`src/sme_ram.sv`:
```
module sme_ram #(
    parameter int WIDTH = 8,
    parameter int DEPTH = 256
) (
    input  logic                     i_clk,
    input  logic                     i_we,
    input  logic [$clog2(DEPTH)-1:0] i_waddr,
    input  logic [WIDTH-1:0]         i_wdata,
    input  logic [$clog2(DEPTH)-1:0] i_raddr,
    output logic [WIDTH-1:0]         o_rdata
);

    logic [WIDTH-1:0] r_mem [DEPTH];
    logic [WIDTH-1:0] r_rdata;

    always_ff @(posedge i_clk) begin
        if (i_we) begin
            r_mem[i_waddr] <= i_wdata;
        end
        r_rdata <= r_mem[i_raddr];
    end

    assign o_rdata = r_rdata;

endmodule

```
`config.mk`:
```
export PLATFORM = sky130hd
export DESIGN_NAME = sme_ram
export DESIGN_NICKNAME = d
export VERILOG_FILES = /design/src/sme_ram.sv
export SDC_FILE = /design/constraint.sdc
export NUM_CORES = 2
export LEC_CHECK = 0
export BUFFER_PORTS_ARGS = -buffer_cell sky130_fd_sc_hd__clkbuf_2
export CAP_MARGIN = 10
export CORE_MARGIN = 2
export CORE_UTILIZATION = 50
export DETAILED_ROUTE_END_ITERATION = 8
export MAX_ROUTING_LAYER = met4
export PLACE_DENSITY = 0.65
export SLEW_MARGIN = 20
export SYNTH_ARGS = -nofsm -noshare
export SYNTH_HDL_FRONTEND = slang
export SYNTH_SLANG_ARGS = --single-unit
```
`constraint.sdc`:
```
create_clock -name i_clk -period 6.3 [get_ports i_clk]
set_input_delay 0.315 -clock i_clk [delete_from_list [all_inputs] [get_ports i_clk]]
set_output_delay 0.315 -clock i_clk [all_outputs]
set_load 0.05 [all_outputs]
```
After elaboration in Yosys (flattened, before gate mapping)
Memory sizes are Yosys's and may differ from the RTL's. A register that Yosys moved wholly into a read port is not among the register bits.
Cells that the tools add are included.
{"block": "word_totals", "ff_bits": 0, "output_inout_bits": 8, "mem_bits_rw": 2048, "in_bits": 26, "n_memories": 1}
{"memory": "r_mem", "words": 256, "width": 8, "read_ports": 1, "rd_clocked_by_memory_dff": 1, "write_ports": 1, "line": "13", "source": "logic [WIDTH-1:0] r_mem [DEPTH];"}
{"block": "classes", "mux": 2}
{"cell": "$mux 1", "n": 2}

Depth between registers and ports, before layout
{"block": "depth", "word_depth": 2, "ltp_mapped": 11, "ltp_nobuf": 6}

Least setup slack after synthesis
No wires, ideal clock.
{"block": "synth_path", "kind": "input -> register", "start": "input i_raddr[0]", "end": "register r_rdata[2] (netlist: o_rdata[2]), read port of r_mem", "path_stages": 9, "arrival_ps": 2122, "setup_slack_ps": 4047, "cell_sequence": "buf_6 > buf_12 > buf_8 > buf_2 > mux4_2 > a22oi_1 > a21oi_1 > nor4_1 > nor4_2"}
{"element": "start: declaration", "line": "9", "source": "input logic [$clog2(DEPTH)-1:0] i_raddr,"}
{"element": "end: declaration", "line": "14", "source": "logic [WIDTH-1:0] r_rdata;"}

==> qor.csv <==
stage;metric;value;unit
outcome;outcome;complete, no violations;
yosys;ys_ff_latch;2056;
floorplan;fp.dieW;403;um
route;drt_iter0_drc;5171;
yosys;synth_ff_type;edfxtp_1;
worst_setup_path;crit_start;i_raddr[0];
worst_setup_path;r2r_cells;6;
global_route;grt_pass1_wl;279;mm
route;routed_wl;193;mm
placement;dpl_cell_area;81800;um^2
clock_tree;clk_pin_slew;0.06;ns
power_and_ir_drop;leakage;27.1;nW
power_and_ir_drop;ir_drop;0.300;mV
yosys;synth_cells;3733;
final_layout;stdcell_area;88300;um^2
worst_setup_path;required;6.94;ns
yosys;synthDistinctLibCells;55;
floorplan;die_area;162000;um^2
worst_setup_path;critical_path.max_fanout;60;
sta;finalCritPeriodShare;53.9;%
worst_setup_path;rrSetupSlack;3.06;ns
worst_setup_path;crit_type;in2reg;
worst_setup_path;cp.arrival;4.04;ns
yosys;synth.most_common_cell;edfxtp_1;
route;drc_errors;0;
route;vias;38700;
global_route;grt_max_degree;141;
route;viasPerCell;6.37;
sta;grt_setup_unrepaired;false;
sta;fin_tns_setup;0;ns
yosys;yosysTopAreaCell;edfxtp_1;
sta;finClkSkew;0.0480;ns
worst_setup_path;cp-start-kind;input pin;
placement;portBuffers;33;
final_layout;nNetsFinal;3854;
power_and_ir_drop;p_per_area;319;nW/um^2
clock_tree;cts_root_buffer;clkbuf_16;
sta;hold_viol;0;
global_route;grt_pass1_vias;38700;
clock_tree;h-tree-depth;4;
clock_tree;cts_sinks;2056;
yosys;syn-cell-area;79600;um^2
placement;gp_congestion;0.852;
global_route;antenna_found_initial;11;
sta;hold_ws;0.0107;ns
yosys;seq_area_frac_synth;77.5;%
worst_hold_path;min_path_type;in2reg;
floorplan;die-height;403;um
sta;max_freq;0.294;GHz
clock_tree;tritoncts;built;
route;ant_nets;0;
sta;finalMaxSlewViolations;0;
global_route;grt_usage;24.8;%
route;wire_per_inst;31.8;um
sta;worst_pin_slew;1.12;ns
final_layout;drive_gt1_share;22.0;%
yosys;synth-warning-count;0;
floorplan;rows;146;
flow_run;cap_viol_max_count;0;
route;firstDrtPassIters;7;
sta;final-setup-viol-count;0;
worst_setup_path;rr_startpoint;r_mem[83][5];
floorplan;core;158000;um^2
clock_tree;cts_buffer_depth;3;
worst_setup_path;crit_end;o_rdata[5];
clock_tree;clkLatencyLatePin;0.83;ns
yosys;synth_area_leaders;edfxtp_1 77%, mux4_2 13%, mux2i_1 1.7%;
sta;min_period;3.40;ns
sta;max_slew_margin;25.1;%
yosys;ys_top_cells_by_count;2048 x edfxtp_1, 454 x mux4_2, 282 x nor2_1;
yosys;synth_edf_count;2048;
placement;hpwl;116;mm
yosys;synth_fp_nets;3759;
yosys;synthArstFlopShare;0;%
final_layout;area_growth;11.0;%
floorplan;initial_utilization;50.3;%
yosys;synth_area_per_cell;21.3;um^2
global_route;overflow;0;
worst_setup_path;cp-end-kind;flip-flop;
yosys;yosys.area.top_type_share;77.3;%
worst_setup_path;r2r_end;o_rdata[5];
clock_tree;numCtsBuffers;201;
floorplan;io_pins;34;
-- where the power goes --
part / switching (mW) / internal, mW / total, mW
registers: 0.0369 / 15.1 / 15.1
logic: 0.911 / 0.442 / 1.35
clock network: 5.11 / 6.59 / 11.7
-- layout make-up --
| class | count | area, um^2 |
|---|---|---|
| fill | 11700 | 69900 |
| clock buffer | 256 | 5350 |
| sequential | 2056 | 61700 |
| timing repair buffer | 125 | 1120 |
| antenna | 9 | 22.5 |
| clock inverter | 114 | 1100 |
| tap | 2072 | 2590 |
| inverter | 2 | 7.51 |
| multi-input combinational | 1442 | 16500 |
-- how the worst min path moves through the flow --
stage	from	cells past startpoint	slack, ns	end
CTS	i_wdata[2]	1	0.01	r_mem[87][2]
detailed placement	i_wdata[4]	1	0.85	r_mem[87][4]
global placement	i_wdata[4]	1	0.83	r_mem[86][4]
global route	i_wdata[2]	1	0.04	r_mem[87][2]
finish	i_wdata[2]	1	0.01	r_mem[87][2]
floorplan	i_wdata[0]	0	0.41	r_mem[0][0]
-- stage by stage --
stage	instances	total power, mW	setup WS [ns]	util [%]
3_5_place_dp	5693	16.8	2.17	51.7
6_report	6076	28.2	2.90	55.8
5_1_grt	6074	28.9	2.84	55.8
2_1_floorplan	3733	16.1	4.05	-
3_3_place_gp	5693	16.7	2.10	51.7
4_1_cts	6066	28.3	3.03	55.8
-- critical path: stages --
cell,delay [ns]
buf_8,0.51
buf_12,0.29
mux4_2,0.53
a22o_1,0.25
a221oi_1,0.79
o32ai_1,0.22
nor3_1,0.76
nor4_1,0.17
-- routing by layer --
metal  track usage [%]  vias to the layer above  routed length, um
li1                  -                    15900                  -
met1              34.9                    20600              77900
met2              37.0                     1988              91800
met3              5.71                      293              19200
met4              6.29                        0               4500
met5                 -                        -                  0
-- layout by cell type (no fill, tap or decap), drive strengths merged, types with 12 or more instances in the layout --
cell type,n
bufinv,14
o221ai,47
clkbuf,280
o22ai,28
mux2i,134
a221oi,14
a21oi,96
nor2,282
nor4,27
clkinv,87
edfxtp,2048
mux4,456
buf,98
nor2b,31
a211oi,16
o21ai,12
nor3,22
nand3,34
nand2,33
a22oi,133
-- timing repair --
action                                 in CTS  in global routing
endpoints found under the hold margin      80                  0
hold buffers                                3                  0
gates resized for setup                     0                  0
setup buffers                               0                  0
-- registers in the layout, indices dropped and copies added, names as in the netlist --
signal and cells:
o_rdata 8, r_mem 2048
-- cell families after synthesis --
| group | after synthesis | share of synthesized area [%] |
|---|---|---|
| buffers and inverters | 235 | 1.83 |
| AO/OA/AOI/OAI | 385 | 3.42 |
| flip-flops | 2056 | 77.5 |
| AND/OR/NAND/NOR | 466 | 2.63 |
| multiplexers | 591 | 14.6 |
Power figures use the tool's default switching activity.
